<file path="src/rtl/core/token_bucket_throttle_defines.svh">
// Assertion macros shared by the token bucket throttle RTL.
// Depends on a clock named clock and a reset named reset in the using module.
`ifndef TOKEN_BUCKET_THROTTLE_DEFINES_SVH
`define TOKEN_BUCKET_THROTTLE_DEFINES_SVH

// checked only out of reset
`define TBT_ASSERT(label, prop, msg) \
   label: assert property (@(posedge clock) disable iff (reset) prop) else $error(msg);

// checked on every edge, reset included
`define TBT_ASSERT_ALWAYS(label, prop, msg) \
   label: assert property (@(posedge clock) prop) else $error(msg);

`endif

</file>
<file path="src/rtl/core/tbt_pkg.sv">
// Types and constants for the token bucket throttle.
// No dependencies; used by every module of the block.
package tbt_pkg;

   localparam int LEN_BITS      = 20;
   localparam int CNT_BITS      = 10;
   localparam int MAX_TRANSFERS = 1023;
   localparam int HOUR_BITS     = 5;
   localparam int LIM_BITS      = 16;
   localparam int KIB_SHIFT     = 10;
   localparam int DVD_BITS      = LIM_BITS + KIB_SHIFT;
   localparam int TOK_BITS      = 27;
   localparam int DIV_CNT_BITS  = $clog2(DVD_BITS);
   localparam int CSR_IDX_BITS  = 4;
   localparam int CSR_DATA_BITS = 16;
   localparam int Q_DEPTH       = 2;
   localparam int Q_PTR_BITS    = 1;

   typedef enum logic [1:0] {
      KIND_TICK  = 2'd0,
      KIND_READ  = 2'd1,
      KIND_WRITE = 2'd2,
      KIND_DONE  = 2'd3
   } kind_type;

   typedef enum logic [CSR_IDX_BITS-1:0] {
      CSR_THROTTLE_EN = 4'd0,
      CSR_WINDOW_EN   = 4'd1,
      CSR_START_HOUR  = 4'd2,
      CSR_END_HOUR    = 4'd3,
      CSR_DOWN_MAIN   = 4'd4,
      CSR_DOWN_ALT    = 4'd5,
      CSR_UP_MAIN     = 4'd6,
      CSR_UP_ALT      = 4'd7
   } csr_idx_type;

   // one classified request between front and back
   // len carries bytes_read for a read-done request
   // tick: lim_a = down limit, lim_b = up limit (zero when disabled)
   // read/write: lim_a = limit of that direction
   typedef struct packed {
      kind_type              kind;
      logic [LEN_BITS-1:0]   len;
      logic [CNT_BITS-1:0]   count;
      logic [LIM_BITS-1:0]   lim_a;
      logic [LIM_BITS-1:0]   lim_b;
   } entry_type;

   typedef struct packed {
      logic push;
      logic pop;
   } q_ctl_type;

   typedef struct packed {
      logic full;
      logic empty;
   } q_stat_type;

endpackage

</file>
<file path="src/rtl/core/token_bucket_throttle.sv">
// Channel   | Direction | Handshake       | Carries
// req_*     | in        | valid / stall   | kind, request_len, transfer_count, hour, bytes_read
// rsp_*     | out       | valid / stall   | grant_len, passthrough, must_wait
// csr_*     | in        | valid / ready   | register index, write data
// Tick and read-done requests are handled in the back end's idle state; a read or write
// that reaches the bucket math goes through the bit-serial slice divider (one quotient
// bit per cycle over 26 dividend bits) and then a finish state that registers the result.
// A two-entry queue lets the front keep accepting while the back works.
// reset is synchronous, active high; csr_ready is always high.
// rsp_stall holds the result register and backs up the queue to req_stall.
module token_bucket_throttle (
   input  logic                                clock,
   input  logic                                reset,
   input  logic                                req_valid,
   output logic                                req_stall,
   input  logic [1:0]                          req_kind,
   input  logic [tbt_pkg::LEN_BITS-1:0]        req_request_len,
   input  logic [tbt_pkg::CNT_BITS-1:0]        req_transfer_count,
   input  logic [tbt_pkg::HOUR_BITS-1:0]       req_current_hour,
   input  logic [tbt_pkg::LEN_BITS-1:0]        req_bytes_read,
   output logic                                rsp_valid,
   input  logic                                rsp_stall,
   output logic [tbt_pkg::LEN_BITS-1:0]        rsp_grant_len,
   output logic                                rsp_passthrough,
   output logic                                rsp_must_wait,
   input  logic                                csr_valid,
   output logic                                csr_ready,
   input  logic [tbt_pkg::CSR_IDX_BITS-1:0]    csr_index,
   input  logic [tbt_pkg::CSR_DATA_BITS-1:0]   csr_data
);

   tbt_pkg::q_ctl_type   q_ctl;
   tbt_pkg::q_stat_type  q_stat;
   tbt_pkg::entry_type   wr_entry, rd_entry;
   logic                 push, pop;

   assign q_ctl.push = push;
   assign q_ctl.pop  = pop;

   tbt_front u_front (
      .clock              (clock),
      .reset              (reset),
      .req_valid          (req_valid),
      .req_stall          (req_stall),
      .req_kind           (req_kind),
      .req_request_len    (req_request_len),
      .req_transfer_count (req_transfer_count),
      .req_current_hour   (req_current_hour),
      .req_bytes_read     (req_bytes_read),
      .csr_valid          (csr_valid),
      .csr_ready          (csr_ready),
      .csr_index          (csr_index),
      .csr_data           (csr_data),
      .q_full             (q_stat.full),
      .q_push             (push),
      .q_entry            (wr_entry)
   );

   tbt_fifo u_fifo (
      .clock    (clock),
      .reset    (reset),
      .ctl      (q_ctl),
      .wr_entry (wr_entry),
      .rd_entry (rd_entry),
      .stat     (q_stat)
   );

   tbt_back u_back (
      .clock           (clock),
      .reset           (reset),
      .q_head          (rd_entry),
      .q_empty         (q_stat.empty),
      .q_pop           (pop),
      .rsp_valid       (rsp_valid),
      .rsp_stall       (rsp_stall),
      .rsp_grant_len   (rsp_grant_len),
      .rsp_passthrough (rsp_passthrough),
      .rsp_must_wait   (rsp_must_wait)
   );

endmodule

</file>
<file path="src/rtl/core/tbt_front.sv">
// Front end: config registers, request accept, window and limit selection.
// Depends on tbt_pkg.
module tbt_front (
   input  logic                                clock,
   input  logic                                reset,
   input  logic                                req_valid,
   output logic                                req_stall,
   input  logic [1:0]                          req_kind,
   input  logic [tbt_pkg::LEN_BITS-1:0]        req_request_len,
   input  logic [tbt_pkg::CNT_BITS-1:0]        req_transfer_count,
   input  logic [tbt_pkg::HOUR_BITS-1:0]       req_current_hour,
   input  logic [tbt_pkg::LEN_BITS-1:0]        req_bytes_read,
   input  logic                                csr_valid,
   output logic                                csr_ready,
   input  logic [tbt_pkg::CSR_IDX_BITS-1:0]    csr_index,
   input  logic [tbt_pkg::CSR_DATA_BITS-1:0]   csr_data,
   input  logic                                q_full,
   output logic                                q_push,
   output tbt_pkg::entry_type                  q_entry
);

   logic                              thr_en_ff, thr_en_in;
   logic                              win_en_ff, win_en_in;
   logic [tbt_pkg::HOUR_BITS-1:0]     start_ff, start_in;
   logic [tbt_pkg::HOUR_BITS-1:0]     end_ff, end_in;
   logic [tbt_pkg::LIM_BITS-1:0]      dmain_ff, dmain_in, dalt_ff, dalt_in;
   logic [tbt_pkg::LIM_BITS-1:0]      umain_ff, umain_in, ualt_ff, ualt_in;
   logic                              in_win;
   logic [tbt_pkg::LIM_BITS-1:0]      down_lim, up_lim;
   logic [tbt_pkg::CNT_BITS-1:0]      count_sat;
   tbt_pkg::kind_type                 kind;

   assign csr_ready = 1'b1;

   always_comb begin
      thr_en_in = thr_en_ff;
      win_en_in = win_en_ff;
      start_in  = start_ff;
      end_in    = end_ff;
      dmain_in  = dmain_ff;
      dalt_in   = dalt_ff;
      umain_in  = umain_ff;
      ualt_in   = ualt_ff;
      if (csr_valid) begin
         case (tbt_pkg::csr_idx_type'(csr_index))
            tbt_pkg::CSR_THROTTLE_EN: thr_en_in = csr_data[0];
            tbt_pkg::CSR_WINDOW_EN:   win_en_in = csr_data[0];
            tbt_pkg::CSR_START_HOUR:  start_in  = csr_data[tbt_pkg::HOUR_BITS-1:0];
            tbt_pkg::CSR_END_HOUR:    end_in    = csr_data[tbt_pkg::HOUR_BITS-1:0];
            tbt_pkg::CSR_DOWN_MAIN:   dmain_in  = csr_data[tbt_pkg::LIM_BITS-1:0];
            tbt_pkg::CSR_DOWN_ALT:    dalt_in   = csr_data[tbt_pkg::LIM_BITS-1:0];
            tbt_pkg::CSR_UP_MAIN:     umain_in  = csr_data[tbt_pkg::LIM_BITS-1:0];
            tbt_pkg::CSR_UP_ALT:      ualt_in   = csr_data[tbt_pkg::LIM_BITS-1:0];
            default: ;
         endcase
      end
   end

   always_ff @(posedge clock) begin
      if (reset) begin
         thr_en_ff <= 1'b0;
         win_en_ff <= 1'b0;
         start_ff  <= '0;
         end_ff    <= '0;
         dmain_ff  <= '0;
         dalt_ff   <= '0;
         umain_ff  <= '0;
         ualt_ff   <= '0;
      end else begin
         thr_en_ff <= thr_en_in;
         win_en_ff <= win_en_in;
         start_ff  <= start_in;
         end_ff    <= end_in;
         dmain_ff  <= dmain_in;
         dalt_ff   <= dalt_in;
         umain_ff  <= umain_in;
         ualt_ff   <= ualt_in;
      end
   end

   // window may wrap past midnight; equal bounds mean never inside
   always_comb begin
      in_win = 1'b0;
      if (win_en_ff) begin
         if (start_ff < end_ff)
            in_win = (req_current_hour >= start_ff) && (req_current_hour < end_ff);
         else if (start_ff > end_ff)
            in_win = (req_current_hour >= start_ff) || (req_current_hour < end_ff);
      end
   end

   assign down_lim  = in_win ? dalt_ff : dmain_ff;
   assign up_lim    = in_win ? ualt_ff : umain_ff;
   assign count_sat = (int'(req_transfer_count) > tbt_pkg::MAX_TRANSFERS) ?
                      tbt_pkg::CNT_BITS'(tbt_pkg::MAX_TRANSFERS) : req_transfer_count;
   assign kind      = tbt_pkg::kind_type'(req_kind);

   always_comb begin
      q_entry.kind  = kind;
      q_entry.len   = req_request_len;
      q_entry.count = count_sat;
      q_entry.lim_a = down_lim;
      q_entry.lim_b = up_lim;
      case (kind)
         tbt_pkg::KIND_TICK: begin
            if (!thr_en_ff) begin
               q_entry.lim_a = '0;
               q_entry.lim_b = '0;
            end
         end
         tbt_pkg::KIND_WRITE: q_entry.lim_a = up_lim;
         tbt_pkg::KIND_DONE:  q_entry.len   = req_bytes_read;
         default: ;
      endcase
   end

   assign req_stall = q_full;
   assign q_push    = req_valid && !q_full;

endmodule

</file>
<file path="src/rtl/core/tbt_fifo.sv">
// Two-entry queue between front and back of the throttle.
// Depends on tbt_pkg.
module tbt_fifo (
   input  logic                  clock,
   input  logic                  reset,
   input  tbt_pkg::q_ctl_type    ctl,
   input  tbt_pkg::entry_type    wr_entry,
   output tbt_pkg::entry_type    rd_entry,
   output tbt_pkg::q_stat_type   stat
);

   tbt_pkg::entry_type                  mem_ff [tbt_pkg::Q_DEPTH];
   logic [tbt_pkg::Q_PTR_BITS-1:0]      wp_ff, wp_in, rp_ff, rp_in;
   logic [tbt_pkg::Q_PTR_BITS:0]        cnt_ff, cnt_in;

   assign stat.full  = (int'(cnt_ff) == tbt_pkg::Q_DEPTH);
   assign stat.empty = (cnt_ff == '0);
   assign rd_entry   = mem_ff[rp_ff];

   always_comb begin
      wp_in  = ctl.push ? wp_ff + 1'b1 : wp_ff;
      rp_in  = ctl.pop  ? rp_ff + 1'b1 : rp_ff;
      cnt_in = cnt_ff;
      if (ctl.push && !ctl.pop)
         cnt_in = cnt_ff + 1'b1;
      else if (!ctl.push && ctl.pop)
         cnt_in = cnt_ff - 1'b1;
   end

   always_ff @(posedge clock) begin
      if (reset) begin
         wp_ff  <= '0;
         rp_ff  <= '0;
         cnt_ff <= '0;
      end else begin
         wp_ff  <= wp_in;
         rp_ff  <= rp_in;
         cnt_ff <= cnt_in;
      end
      if (ctl.push)
         mem_ff[wp_ff] <= wr_entry;
   end

endmodule

</file>
<file path="src/rtl/core/tbt_back.sv">
// Back end: bucket state, serial slice divider and registered result.
// Depends on tbt_pkg and token_bucket_throttle_defines.svh.
`include "token_bucket_throttle_defines.svh"

module tbt_back (
   input  logic                            clock,
   input  logic                            reset,
   input  tbt_pkg::entry_type              q_head,
   input  logic                            q_empty,
   output logic                            q_pop,
   output logic                            rsp_valid,
   input  logic                            rsp_stall,
   output logic [tbt_pkg::LEN_BITS-1:0]    rsp_grant_len,
   output logic                            rsp_passthrough,
   output logic                            rsp_must_wait
);

   typedef enum logic [1:0] {
      S_IDLE,
      S_DIV,
      S_FIN
   } state_type;

   state_type                              state_ff, state_in;
   logic                                   active_ff, active_in;
   logic                                   dunl_ff, dunl_in, uunl_ff, uunl_in;
   logic [tbt_pkg::TOK_BITS-1:0]           dtok_ff, dtok_in, utok_ff, utok_in;
   logic [tbt_pkg::DVD_BITS-1:0]           dvd_ff, dvd_in;
   logic [tbt_pkg::CNT_BITS-1:0]           dvs_ff, dvs_in, rem_ff, rem_in;
   logic [tbt_pkg::DIV_CNT_BITS-1:0]       step_ff, step_in;
   logic [tbt_pkg::LEN_BITS-1:0]           len_ff, len_in;
   logic                                   wr_ff, wr_in;
   logic                                   vld_ff, vld_in;
   logic [tbt_pkg::LEN_BITS-1:0]           grant_ff, grant_in;
   logic                                   pass_ff, pass_in, wait_ff, wait_in;

   logic                                   out_free, sel_unl, is_wr;
   logic [tbt_pkg::TOK_BITS-1:0]           sel_tok, got_ext, m1, m2;
   logic [tbt_pkg::CNT_BITS:0]             trial;

   assign out_free  = !vld_ff || !rsp_stall;
   assign is_wr     = (q_head.kind == tbt_pkg::KIND_WRITE);
   assign sel_unl   = is_wr ? uunl_ff : dunl_ff;
   assign sel_tok   = is_wr ? utok_ff : dtok_ff;
   assign got_ext   = tbt_pkg::TOK_BITS'(q_head.len);
   assign trial     = {rem_ff, dvd_ff[tbt_pkg::DVD_BITS-1]};

   // min(slice, len, tokens); len bounds the result to LEN_BITS
   assign m1 = (tbt_pkg::TOK_BITS'(dvd_ff) < tbt_pkg::TOK_BITS'(len_ff)) ?
               tbt_pkg::TOK_BITS'(dvd_ff) : tbt_pkg::TOK_BITS'(len_ff);
   assign m2 = (m1 < (wr_ff ? utok_ff : dtok_ff)) ? m1 : (wr_ff ? utok_ff : dtok_ff);

   always_comb begin
      state_in  = state_ff;
      active_in = active_ff;
      dunl_in   = dunl_ff;
      uunl_in   = uunl_ff;
      dtok_in   = dtok_ff;
      utok_in   = utok_ff;
      dvd_in    = dvd_ff;
      dvs_in    = dvs_ff;
      rem_in    = rem_ff;
      step_in   = step_ff;
      len_in    = len_ff;
      wr_in     = wr_ff;
      vld_in    = vld_ff && rsp_stall;
      grant_in  = grant_ff;
      pass_in   = pass_ff;
      wait_in   = wait_ff;
      q_pop     = 1'b0;
      case (state_ff)
         S_IDLE: begin
            if (!q_empty && out_free) begin
               q_pop = 1'b1;
               case (q_head.kind)
                  tbt_pkg::KIND_TICK: begin
                     active_in = 1'b1;
                     dunl_in   = (q_head.lim_a == '0);
                     uunl_in   = (q_head.lim_b == '0);
                     dtok_in   = tbt_pkg::TOK_BITS'({q_head.lim_a,
                                 {tbt_pkg::KIB_SHIFT{1'b0}}});
                     utok_in   = tbt_pkg::TOK_BITS'({q_head.lim_b,
                                 {tbt_pkg::KIB_SHIFT{1'b0}}});
                  end
                  tbt_pkg::KIND_DONE: begin
                     if (active_ff && !dunl_ff)
                        dtok_in = (got_ext >= dtok_ff) ? '0 : dtok_ff - got_ext;
                  end
                  default: begin
                     if (!active_ff || sel_unl || q_head.count == '0) begin
                        vld_in   = 1'b1;
                        grant_in = q_head.len;
                        pass_in  = 1'b1;
                        wait_in  = 1'b0;
                     end else if (sel_tok == '0) begin
                        vld_in   = 1'b1;
                        grant_in = '0;
                        pass_in  = 1'b0;
                        wait_in  = 1'b1;
                     end else begin
                        dvd_in   = {q_head.lim_a, {tbt_pkg::KIB_SHIFT{1'b0}}};
                        dvs_in   = q_head.count;
                        rem_in   = '0;
                        step_in  = '0;
                        len_in   = q_head.len;
                        wr_in    = is_wr;
                        state_in = S_DIV;
                     end
                  end
               endcase
            end
         end
         S_DIV: begin
            // restoring division, one quotient bit per cycle
            if (trial >= {1'b0, dvs_ff}) begin
               rem_in = tbt_pkg::CNT_BITS'(trial - {1'b0, dvs_ff});
               dvd_in = {dvd_ff[tbt_pkg::DVD_BITS-2:0], 1'b1};
            end else begin
               rem_in = trial[tbt_pkg::CNT_BITS-1:0];
               dvd_in = {dvd_ff[tbt_pkg::DVD_BITS-2:0], 1'b0};
            end
            step_in = step_ff + 1'b1;
            if (int'(step_ff) == tbt_pkg::DVD_BITS - 1)
               state_in = S_FIN;
         end
         S_FIN: begin
            if (out_free) begin
               vld_in   = 1'b1;
               grant_in = m2[tbt_pkg::LEN_BITS-1:0];
               pass_in  = 1'b0;
               wait_in  = 1'b0;
               if (wr_ff)
                  utok_in = utok_ff - m2;
               state_in = S_IDLE;
            end
         end
         default: state_in = S_IDLE;
      endcase
   end

   always_ff @(posedge clock) begin
      if (reset) begin
         state_ff  <= S_IDLE;
         active_ff <= 1'b0;
         dunl_ff   <= 1'b1;
         uunl_ff   <= 1'b1;
         dtok_ff   <= '0;
         utok_ff   <= '0;
         step_ff   <= '0;
         vld_ff    <= 1'b0;
      end else begin
         state_ff  <= state_in;
         active_ff <= active_in;
         dunl_ff   <= dunl_in;
         uunl_ff   <= uunl_in;
         dtok_ff   <= dtok_in;
         utok_ff   <= utok_in;
         step_ff   <= step_in;
         vld_ff    <= vld_in;
      end
      dvd_ff   <= dvd_in;
      dvs_ff   <= dvs_in;
      rem_ff   <= rem_in;
      len_ff   <= len_in;
      wr_ff    <= wr_in;
      grant_ff <= grant_in;
      pass_ff  <= pass_in;
      wait_ff  <= wait_in;
   end

   assign rsp_valid       = vld_ff;
   assign rsp_grant_len   = grant_ff;
   assign rsp_passthrough = pass_ff;
   assign rsp_must_wait   = wait_ff;

   `TBT_ASSERT(a_pop_only_idle, q_pop |-> (state_ff == S_IDLE), "pop outside idle")
   `TBT_ASSERT(a_wait_zero, (vld_ff && wait_ff) |-> (grant_ff == '0 && !pass_ff),
      "wait result with a grant")
   `TBT_ASSERT(a_div_enters_fin,
      (state_ff == S_DIV && int'(step_ff) == tbt_pkg::DVD_BITS - 1) |=> (state_ff == S_FIN),
      "divider did not finish")
   `TBT_ASSERT(a_div_divisor, (state_ff == S_DIV) |-> (dvs_ff != '0), "divide by zero")

endmodule
</file>
<file path="config.mk">
export PLATFORM = sky130hd
export DESIGN_NAME = token_bucket_throttle
export DESIGN_NICKNAME = d
export VERILOG_FILES = /design/src/rtl/core/tbt_pkg.sv /design/src/rtl/core/token_bucket_throttle.sv /design/src/rtl/core/tbt_front.sv /design/src/rtl/core/tbt_fifo.sv /design/src/rtl/core/tbt_back.sv
export VERILOG_INCLUDE_DIRS = /design/src /design/src/rtl/core
export SDC_FILE = /design/constraint.sdc
export NUM_CORES = 1
export LEC_CHECK = 0
export BUFFER_PORTS_ARGS = -buffer_cell sky130_fd_sc_hd__buf_2
export CORE_ASPECT_RATIO = 1.1
export CORE_MARGIN = 2
export CORE_UTILIZATION = 40
export DETAILED_ROUTE_END_ITERATION = 6
export GPL_ROUTABILITY_DRIVEN = 0
export PLACE_DENSITY = 0.64
export SLEW_MARGIN = 0
export SYNTH_ARGS = -nofsm -noshare
export SYNTH_HDL_FRONTEND = slang
export SYNTH_SLANG_ARGS = --single-unit
</file>
<file path="constraint.sdc">
create_clock -name clock -period 19.7 [get_ports clock]
set_input_delay 0.985 -clock clock [delete_from_list [all_inputs] [get_ports clock]]
set_output_delay 0.985 -clock clock [all_outputs]
set_load 0.03 [all_outputs]
</file>
==> reports/results.ini, run 1 <==
[status]
run_status = finished, final reports clean

[logic_synthesis]
netlist.top_cell.by_area = sky130_fd_sc_hd__edfxtp_1
synth.most_common_cell = sky130_fd_sc_hd__a21oi_1
seq_area_frac_synth_pct = 46.50
mappedNetlistArea_mm2 = 0.02030
syn_inst = 2048
async_flop_share_pct = 0
ys_seq_elements = 363
yosys-top-cells-area = sky130_fd_sc_hd__edfxtp_1, sky130_fd_sc_hd__dfxtp_1, sky130_fd_sc_hd__mux2i_1
postSynth.topFlopCell = sky130_fd_sc_hd__edfxtp_1
top_area_cell_type_share_of_the_netlist_area_pct = 32.10
synth-warning-count = 0
synth_top_cells_by_count = sky130_fd_sc_hd__a21oi_1, sky130_fd_sc_hd__edfxtp_1, sky130_fd_sc_hd__nor2_1, sky130_fd_sc_hd__mux2i_1, sky130_fd_sc_hd__dfxtp_1
syn_area_per_cell_um2 = 9.912
post_synth_num_cell_types = 92
synth_enable_flop_cells = 217

[grt]
grt_pass1_vias = 15530
grt_pass1_wl_mm = 84.20
track_usage_pct = 20.45
grt_remaining_overflow = 0
number_of_antenna_violations_at_the_first_check_in_global_routing = 0
grt_max_degree = 102

[sta]
finalMaxSlewViolations = 0
final_period_minus_worst_setup_slack_ns = 8.093
finalHoldViolations = 0
finClkSkew_ns = 0.02457
worst_pin_slew_ns = 1.090
final_min_period_over_clock_period_pct = 41.08
setup_total_negative_slack_ns = 0
finalSetupViolations = 0
slew-limit-headroom_pct = 27.30
grt_setup_unrepaired = false
achievable_freq_ghz = 0.1236
fin_ws_ns = 11.61

[layout]
area_delta_synth_final_pct = 12.79
num_antenna_cells = 0
drive_above_1_share_pct = 14.28
area_of_the_multi_input_gates_mm2 = 0.01005
nets = 2305
sequential_cell_area_mm2 = 0.009443
n_fill_cell = 4760

[clock_network]
clkSlewWorstSetupHoldPaths_ns = 0.06
clock-sinks = 363
resized_cells_post_cts = 0
cts_tree = done
cts_hold_buffers = 0
htree_levels = 2
cts-buffers-inserted = 40
cts_post_setup_buffers_inserted = 0
cts_max_path_buffers = 3
clock_tree.root_cell = sky130_fd_sc_hd__clkbuf_16
clock_insertion_delay_worst_skew_ns = 0.58

[placed_design]
placement.io_buffers = 105
pre_cts_slack_ns = 11.84
hpwlAfterDp_mm = 39.29

[min_path]
min-delay-path-class = flop to flop

[routing]
vias_per_cell = 5.647
first_pass_iters = 6
totalWireLength_mm = 53.67
drc = 0
number_of_design_rule_violations_left_by_the_first_detailed_router_iteration = 1299
vias = 15870
routed_wire_length_per_instance_um = 19.10
postRouteAntennaNets = 0

[floorplan]
i_o_pin_cnt = 107
placement_rows = 86
floorplan.die_area_mm2 = 0.05257
initial_cell_density_of_the_core_pct = 40.49
die_width_um = 218.8
die_y_um = 240.3
core_area_mm2 = 0.05014

[pwr]
post_layout_total_power_uw = 2519
power.density_mw_per_mm2 = 110.0
worst_vdd_drop_v = 0.00006401
power.static_leakage_uw = 0.008946

[worst_setup_path]
end_kind = flop
worst_ep_required_time_ns = 20.14
path_delay_family = compound AO/OA/AOI/OAI gates
cp_slowest_cell = sky130_fd_sc_hd__nor2_1
cp_slowest_stage_delay_ns = 0.72
category_of_the_worst_setup_path_launch_point = flop
critPathArrivalTime_ns = 8.53
bufs_and_invs_on_worst_path = 2
critical_path.max_fanout = 14
criticalPathCategory = flop to flop
critical-path-top-cell-by-count = sky130_fd_sc_hd__a21oi_1

[flow_run]
cap_violations = 0

## routing by layer
metal / track usage (%) / part of all wire, % / vias to the layer above
li1: - / - / 7576
met3: 3.087 / 5.7 / 129
met1: 25.19 / 41 / 7646
met2: 35.70 / 49 / 516
met5: 0 / 0 / -
met4: 8.313 / 4.0 / 0
## power by group
| part | internal, uW | total [uW] | switching (uW) |
|---|---|---|---|
| sequential | 914 | 966 | 51.9 |
| combinational | 280 | 767 | 487 |
| clock | 465 | 786 | 321 |
| total | 1660 | 2520 | 859 |
## logic make-up after synthesis
kind of cell             synth area share (%)
other                                 0.03699
adder cells (fa/ha/maj)                 7.131
multiplexers                            11.09
XOR/XNOR                                2.576
buffers and inverters                   4.382
flip-flops                              46.50
AO/OA/AOI/OAI                           14.15
AND/OR/NAND/NOR                         14.13
## state kept, by name, indices dropped and copies added (netlist names), 5 cells and up, named ones only
signal,count
u_front.dmain_ff,16
u_back.len_ff,20
u_fifo.mem_ff,128
u_front.ualt_ff,16
u_back.dvd_ff,26
u_back.utok_ff,27
u_front.end_ff,5
u_front.umain_ff,16
u_back.step_ff,5
u_back.rsp_grant_len,20
u_back.dtok_ff,27
u_front.start_ff,5
u_back.rem_ff,10
u_back.dvs_ff,10
u_front.dalt_ff,16
## cell usage in the layout (no fill, tap or decap), drive strengths merged, types with 20 or more instances in the layout
master  count
a21o       20
mux2i     160
nor4       32
xnor2      38
edfxtp    217
nand2     143
dfxtp     146
nand3      35
nand4      22
clkbuf     44
nor2      215
a21oi     218
inv       124
ha        103
o21ai      70
xor2       20
mux2       56
buf       131
nor3       37
nand2b     25
## layout make-up
| type | count | area share, % |
|---|---|---|
| Clock buffer | 44 | 4.530 |
| Clock inverter | 30 | 1.574 |
| Inverter | 123 | 2.016 |
| Multi-Input combinational cell | 1459 | 43.87 |
| Sequential cell | 363 | 41.24 |
| Tap cell | 660 | 3.607 |
| Timing Repair Buffer | 131 | 3.158 |
## worst paths after layout
path	depth (start not counted)	end	slack, ns	from
max	31	u_back.utok_ff[26]$_SDFFE_PP0P_	11.61	u_back.dvd_ff[13]$_DFFE_PP_
min reg2reg	2	u_front.ualt_ff[12]$_SDFFE_PP0P_	0.45	u_front.ualt_ff[12]$_SDFFE_PP0P_
max reg2reg	31	u_back.utok_ff[26]$_SDFFE_PP0P_	11.61	u_back.dvd_ff[13]$_DFFE_PP_
min	2	u_front.ualt_ff[12]$_SDFFE_PP0P_	0.45	u_front.ualt_ff[12]$_SDFFE_PP0P_
## tightest hold or removal path: stages (launching register included)
cell and delay, ns:
sky130_fd_sc_hd__dfxtp_1 0.31, sky130_fd_sc_hd__nand2_1 0.05, sky130_fd_sc_hd__a21oi_1 0.05
## stage by stage
step,cells,cell area (um2),utilization (%),hold WS (ns)
2_1_floorplan,2053,20320,-,0.4357
3_3_place_gp,2736,21500,42.88,0.4406
3_5_place_dp,2736,21500,42.88,0.4461
4_1_cts,2810,22900,45.66,0.4547
5_1_grt,2810,22900,45.66,0.4705
6_report,2810,22900,45.66,0.4526
No activity file was read; power rests on OpenSTA's default activity.
==> run 2, diff against run 1 <==
clock period = 7.7 ns   (was 19.7 ns; I/O delays follow)
==> run 2 against run 1 <==
  * Hold slack worse by 0.42 ns
  * Sequential share of layout area down 0.12 points
  * Critical path depth down 4
  * Non-clock buffer count rose by 11
  * Via count decreased by 0.45%
  * Cell count grew 0.39%
  * Highest routed layer unchanged
==> reports/results.ini, run 2 (synthesis gave the netlist of run 1 again) <==
[worst_setup_path]
category_of_the_worst_setup_path_launch_point = flop
worst_ep_required_time_ns = 8.13  ; -12.01 ns
end_kind = flop
worst-r2r-setup-slack_ns = 0.39  ; -11.22 ns
critPathArrivalTime_ns = 7.75  ; -0.78 ns
criticalPathCategory = flop to flop
critical_path.max_fanout = 25  ; +11

[pwr]
power.combinational.fraction_pct = 30.8  ; +0.3 points
cellInternalPower_uw = 4214  ; +150%
worst_vdd_drop_v = 0.0002044  ; +220%
power.density_mw_per_mm2 = 279.1  ; +150%
post_layout_total_power_uw = 6409  ; +150%
relative_contribution_of_the_clock_network_to_total_power_pct = 30.6  ; -0.6 points
power.share.sequential_pct = 38.7  ; +0.4 points
power.static_leakage_uw = 0.008980  ; +0.38%
net-switching-power_uw = 2195  ; +160%
switching_share_pct = 34.25  ; +0.13 points

[sta]
worst_pin_slew_ns = 1.137  ; +0.04689 ns
final_min_period_over_clock_period_pct = 94.99  ; +54 points
finalSetupViolations = 0  ; unchanged
worst_hold_margin_ns = 0.02829  ; -0.4243 ns
achievable_freq_ghz = 0.1367  ; +11%
slew-limit-headroom_pct = 23.96  ; -3.3 points
finalMaxSlewViolations = 0  ; unchanged
finalHoldViolations = 0  ; unchanged
setup_total_negative_slack_ns = 0  ; unchanged
finClkSkew_ns = 0.02855  ; +0.003983 ns
final_period_minus_worst_setup_slack_ns = 7.315  ; -0.7786 ns

[layout]
area_delta_synth_final_pct = 13.12
layout.core_utilization_pct = 45.80  ; +0.13 points
sequential_cell_area_mm2 = 0.009443  ; unchanged
drive_above_1_share_pct = 14.35  ; +0.066 points
nets = 2316  ; +0.48%
largest_register_ff_count = 128  ; unchanged
regMostFlops = u_fifo.mem_ff
postLayoutCellArea_mm2 = 0.02296  ; +0.29%
area_of_the_multi_input_gates_mm2 = 0.01007  ; +0.22%
layout_common_cells = sky130_fd_sc_hd__a21oi_1, sky130_fd_sc_hd__edfxtp_1, sky130_fd_sc_hd__nor2_1
largestRegisters = u_fifo.mem_ff x128, u_back.dtok_ff x27, u_back.utok_ff x27
num_antenna_cells = 0  ; unchanged
n_fill_cell = 4799  ; +0.82%

[clock_network]
cts_max_path_buffers = 3  ; unchanged
clkSlewWorstSetupHoldPaths_ns = 0.06  ; about the same
clock_tree.root_cell = sky130_fd_sc_hd__clkbuf_16
cts_tree = done
clock_insertion_delay_worst_skew_ns = 0.57  ; about the same
htree_levels = 2  ; unchanged
cts-buffers-inserted = 40  ; unchanged
clock-sinks = 363  ; unchanged

[floorplan]
die_width_um = 218.8  ; unchanged
initial_cell_density_of_the_core_pct = 40.49  ; unchanged
core_area_mm2 = 0.05014  ; unchanged
placement_rows = 86  ; unchanged
die_y_um = 240.3  ; unchanged
i_o_pin_cnt = 107  ; unchanged
floorplan.die_area_mm2 = 0.05257  ; unchanged

[flow_run]
cap_violations = 0  ; unchanged

[grt]
grt_pass1_wl_mm = 85.15  ; +1.1%
grt_max_degree = 81  ; -21%
number_of_antenna_violations_at_the_first_check_in_global_routing = 0  ; unchanged
track_usage_pct = 20.61  ; +0.16 points
grt_remaining_overflow = 0  ; unchanged
grt_pass1_vias = 15550  ; +0.17%

[routing]
drc = 0  ; unchanged
vias = 15800  ; -0.45%
postRouteAntennaNets = 0  ; unchanged
number_of_design_rule_violations_left_by_the_first_detailed_router_iteration = 1251  ; -3.7%
vias_per_cell = 5.599  ; -0.84%
totalWireLength_mm = 54.05  ; +0.72%
first_pass_iters = 5  ; -1
routed_wire_length_per_instance_um = 19.16  ; +0.33%

[placed_design]
dpl_cell_area_mm2 = 0.02154  ; +0.21%
hpwlAfterDp_mm = 39.19  ; -0.25%
placement.io_buffers = 105  ; unchanged

[status]
run_status = finished, final reports clean

[min_path]
min-delay-path-class = primary input to flop

[run 2: changes by cell type in the layout (fill, tap and decap cells not counted), sizes merged]
cell,previous run,this run
buf,131,137
dlygate4sd3,0,5
clkbuf,44,47
clkinvlp,8,5
bufinv,6,5
clkinv,15,16
[run 2: what timing repair did]
item | CTS | global route
gates resized for setup | 0 | 4
hold endpoints to repair | 8 | 0
setup buffers | 0 | 0
endpoints found under the setup margin | 0 | 6
hold buffers | 5 | 0
[run 2: power by group through the flow]
stage	Clock, uW	Combinational (uW)	Sequential, uW
3_5_place_dp	0	1930	2520
2_1_floorplan	0	1340	2550
4_1_cts	2000	1950	2480
5_1_grt	2080	2150	2500
3_3_place_gp	0	1910	2510
6_report	1960	1970	2480
[run 2: cell type report]
cell class / instances / area share, %
Tap cell: 660 / 3.596
Sequential cell: 363 / 41.12
Clock inverter: 27 / 1.308
Clock buffer: 47 / 4.560
Inverter: 123 / 2.010
Timing Repair Buffer: 142 / 3.563
Multi-Input combinational cell: 1459 / 43.84
[run 2: metal layers]
layer / vias up / GRT usage, % / wire length [um]
li1: 7597 / - / -
met1: 7614 / 25.74 / 22680
met2: 464 / 35.69 / 26420
met3: 121 / 2.808 / 2808
met4: 0 / 8.600 / 2147
met5: - / 0 / 0
[run 2: stage by stage]
step                      worst slack [ns]  std cells
after global placement              0.5720       2742
after CTS                           0.2855       2821
after global routing              -0.05358       2821
after detailed placement            0.3538       2742
final                               0.3855       2821
after floorplan                     0.2054       2053
[run 2: worst max-delay path, stage by stage, from the launching register on]
cell and delay, ns:
sky130_fd_sc_hd__edfxtp_1 0.43, sky130_fd_sc_hd__ha_1 0.32, sky130_fd_sc_hd__a211oi_1 0.26, sky130_fd_sc_hd__nor2_1 0.16, sky130_fd_sc_hd__o41ai_4 0.70, sky130_fd_sc_hd__buf_4 0.28
sky130_fd_sc_hd__a21oi_1 0.07, sky130_fd_sc_hd__a21oi_1 0.25, sky130_fd_sc_hd__inv_1 0.08, sky130_fd_sc_hd__ha_1 0.34, sky130_fd_sc_hd__a21oi_1 0.20, sky130_fd_sc_hd__o211ai_1 0.15
sky130_fd_sc_hd__a22oi_1 0.29, sky130_fd_sc_hd__nor4_2 0.10, sky130_fd_sc_hd__nor2_1 0.23, sky130_fd_sc_hd__o31a_1 0.25, sky130_fd_sc_hd__buf_4 0.39, sky130_fd_sc_hd__mux2_2 0.44
sky130_fd_sc_hd__xnor2_1 0.15, sky130_fd_sc_hd__nor4b_2 0.34, sky130_fd_sc_hd__nand3_1 0.19, sky130_fd_sc_hd__a31oi_1 0.32, sky130_fd_sc_hd__o311ai_2 0.18, sky130_fd_sc_hd__o311ai_2 0.37
sky130_fd_sc_hd__nand2_1 0.16, sky130_fd_sc_hd__a31oi_1 0.22, sky130_fd_sc_hd__mux2i_1 0.20, sky130_fd_sc_hd__a21oi_1 0.07
[run 2: final timing paths]
| kind | from | cells after the start | endpoint |
|---|---|---|---|
| min | req_transfer_count[4] | 1 | u_fifo.mem_ff[0][36]$_DFFE_PP_ |
| min reg2reg | u_front.dmain_ff[6]$_SDFFE_PP0P_ | 2 | u_front.dmain_ff[6]$_SDFFE_PP0P_ |
| max | u_back.dvd_ff[3]$_SDFFCE_PN0P_ | 27 | u_back.utok_ff[26]$_SDFFE_PP0P_ |
| max reg2reg | u_back.dvd_ff[3]$_SDFFCE_PN0P_ | 27 | u_back.utok_ff[26]$_SDFFE_PP0P_ |
==> run 3, diff against run 2 <==
GPL_TIMING_DRIVEN = 0   (was not set)
PLACE_DENSITY = 0.66   (was 0.64)
clock period = 6.26 ns   (was 7.7 ns; I/O delays follow)
==> run 3 against run 2 <==
  * The flow now finishes with violations (negative setup slack)
  * Cell area up 7.2%
  * Largest cell class unchanged
  * Setup slack worse by 1.4 ns
  * Cell count up 5.5%
  * First-iteration DRC count up 25%
  * Total power up 31%
  * Clock-buffer cell count up 1
  * Sequential power up 21%
  * Non-clock buffer count up 154
  * Clock power up 27%
  * Maximum frequency about the same
  * Routed wire length up 12%
==> reports/results.ini, run 3 (synthesis gave the netlist of run 1 again) <==
[routing]
first_pass_iters = 6  ; +1
drc = 0  ; unchanged
totalWireLength_mm = 60.32  ; +12%
vias_per_cell = 5.696  ; +1.7%
vias = 16950  ; +7.3%
routed_wire_length_per_instance_um = 20.27  ; +5.8%
postRouteAntennaNets = 0  ; unchanged
number_of_design_rule_violations_left_by_the_first_detailed_router_iteration = 1561  ; +25%

[worst_setup_path]
worst_ep_required_time_ns = 6.67  ; -1.46 ns
end_kind = flop
cp_slowest_stage_delay_ns = 0.47  ; -0.23 ns
category_of_the_worst_setup_path_launch_point = flop
criticalPathCategory = flop to flop
critPathArrivalTime_ns = 7.72  ; -0.03 ns
critical_path.max_fanout = 5  ; -80%
worst-r2r-setup-slack_ns = -1.05  ; -1.44 ns
cp_slowest_cell = sky130_fd_sc_hd__o41a_1
critical-path-top-cell-by-count = sky130_fd_sc_hd__ha_4

[layout]
final_common_cell = sky130_fd_sc_hd__edfxtp_1
n_fill_cell = 4593  ; -4.3%
area_delta_synth_final_pct = 21.29
largest_register_ff_count = 128  ; unchanged
nets = 2471  ; +6.7%
drive_above_1_share_pct = 19.69  ; +5.3 points
num_antenna_cells = 0  ; unchanged
regMostFlops = u_fifo.mem_ff
instances_no_fill = 2976  ; +5.5%
largestRegisters = u_fifo.mem_ff x128, u_back.dtok_ff x27, u_back.utok_ff x27
layout.core_utilization_pct = 49.11  ; +3.3 points
layout_common_cells = sky130_fd_sc_hd__edfxtp_1, sky130_fd_sc_hd__nor2_1, sky130_fd_sc_hd__a21oi_1

[sta]
setup_total_negative_slack_ns = -16.13  ; -16.13 ns
finalSetupViolations = 23  ; +23
finalHoldViolations = 0  ; unchanged
slew-limit-headroom_pct = 22.06  ; -1.9 points
grt_setup_unrepaired = true
final_period_minus_worst_setup_slack_ns = 7.314  ; -0.001008 ns
achievable_freq_ghz = 0.1367  ; about the same
finalMaxSlewViolations = 0  ; unchanged
final_min_period_over_clock_period_pct = 116.8  ; +22 points
finClkSkew_ns = 0.03723  ; +0.008674 ns
worst_pin_slew_ns = 1.158  ; +0.02110 ns
fin_ws_ns = -1.054  ; -1.439 ns
worst_hold_margin_ns = 0.01787  ; -0.01041 ns

[clock_network]
clock_insertion_delay_worst_skew_ns = 0.59  ; +0.02 ns
clock-sinks = 363  ; unchanged
clock_tree.root_cell = sky130_fd_sc_hd__clkbuf_16
cts_max_path_buffers = 3  ; unchanged
clkSlewWorstSetupHoldPaths_ns = 0.06  ; about the same
htree_levels = 2  ; unchanged
cts_tree = done
cts-buffers-inserted = 41  ; +2.5%

[placed_design]
placement.io_buffers = 102  ; -2.9%
hpwlAfterDp_mm = 44.24  ; +13%
pre_cts_slack_ns = -1.834  ; -2.188 ns
placed_cells = 2820  ; +2.8%

[grt]
grt_pass1_wl_mm = 92.07  ; +8.1%
grt_max_degree = 65  ; -20%
grt_pass1_vias = 16530  ; +6.3%
track_usage_pct = 22.64  ; +2.0 points
grt_remaining_overflow = 0  ; unchanged
number_of_antenna_violations_at_the_first_check_in_global_routing = 3  ; +3

[floorplan]
initial_cell_density_of_the_core_pct = 40.49  ; unchanged
die_y_um = 240.3  ; unchanged
placement_rows = 86  ; unchanged
floorplan.die_area_mm2 = 0.05257  ; unchanged
i_o_pin_cnt = 107  ; unchanged
die_width_um = 218.8  ; unchanged
core_area_mm2 = 0.05014  ; unchanged

[status]
run_status = complete, but fails checks
violations = negative setup slack

[min_path]
min-delay-path-class = primary input to flop

[pwr]
worst_vdd_drop_v = 0.0002460  ; +20%
power.static_leakage_uw = 0.009589  ; +6.8%
power.density_mw_per_mm2 = 341.2  ; +22%

[flow_run]
cap_violations = 0  ; unchanged

[run 3: cell types whose count changed in the layout (fill, tap and decap cells not counted), sizes merged]
| cell | delta |
|---|---|
| inv | +2 |
| dlygate4sd3 | +6 |
| buf | +62 |
| clkinvlp | -2 |
| clkbuf | +87 |
[run 3: timing repair]
| item | CTS | global route |
|---|---|---|
| gates resized for setup | 90 | 61 |
| buffers inserted | 44 | 31 |
| setup endpoints to repair | 74 | 48 |
| hold endpoints to repair | 21 | 0 |
| hold buffers | 11 | 0 |
| pin swaps | 51 | 67 |
[run 3: critical path: cells and delay by family (launching register included)]
family	cells	cell delay, ns
mux	2	0.29
simple gates	6	0.74
buf+inv	9	1.08
flops	1	0.46
fa+ha+maj	5	1.27
compound gates	15	3.32
[run 3: final timing paths]
check,from,endpoint,depth (start not counted)
worst max-delay path,u_back.dvd_ff[7]$_SDFFCE_PN0P_,u_back.utok_ff[26]$_SDFFE_PP0P_,37
worst min-delay path,csr_data[11],u_front.ualt_ff[11]$_SDFFE_PP0P_,3
worst max register to register,u_back.dvd_ff[7]$_SDFFCE_PN0P_,u_back.utok_ff[26]$_SDFFE_PP0P_,37
worst min register to register,u_front.ualt_ff[6]$_SDFFE_PP0P_,u_front.ualt_ff[6]$_SDFFE_PP0P_,2
[run 3: through the flow]
stage          total power [uW]  instance area, um2
2_1_floorplan              4821               20470
3_3_place_gp               5520               21800
3_5_place_dp               5580               21910
4_1_cts                    8250               24160
5_1_grt                    8729               24620
6_report                   8401               24620
[run 3: final cells by class]
| type | instances | area, um2 | share of cell area, % |
|---|---|---|---|
| plain buffers | 106 | 501.7 | 2.038 |
| clock buffers | 48 | 1094 | 4.441 |
| clock inverters | 27 | 294.0 | 1.194 |
| inverters | 123 | 461.7 | 1.875 |
| multi-input cells | 1459 | 10730 | 43.58 |
| flip-flops and latches | 363 | 9439 | 38.33 |
| well taps | 660 | 825.8 | 3.354 |
| repair buffers | 190 | 1277 | 5.188 |
[run 3: power by group]
group | internal [uW] | switching (uW)
clock | 1470 | 1020
combinational | 1100 | 1810
sequential | 2870 | 131
[run 3: routing by layer]
metal	share of wire, %	vias up	track usage (%)
met2	47	705	37.85
met3	6.8	206	3.074
met5	0.045	-	0
li1	-	7900	-
met1	40	8136	28.13
met4	5.7	4	12.74
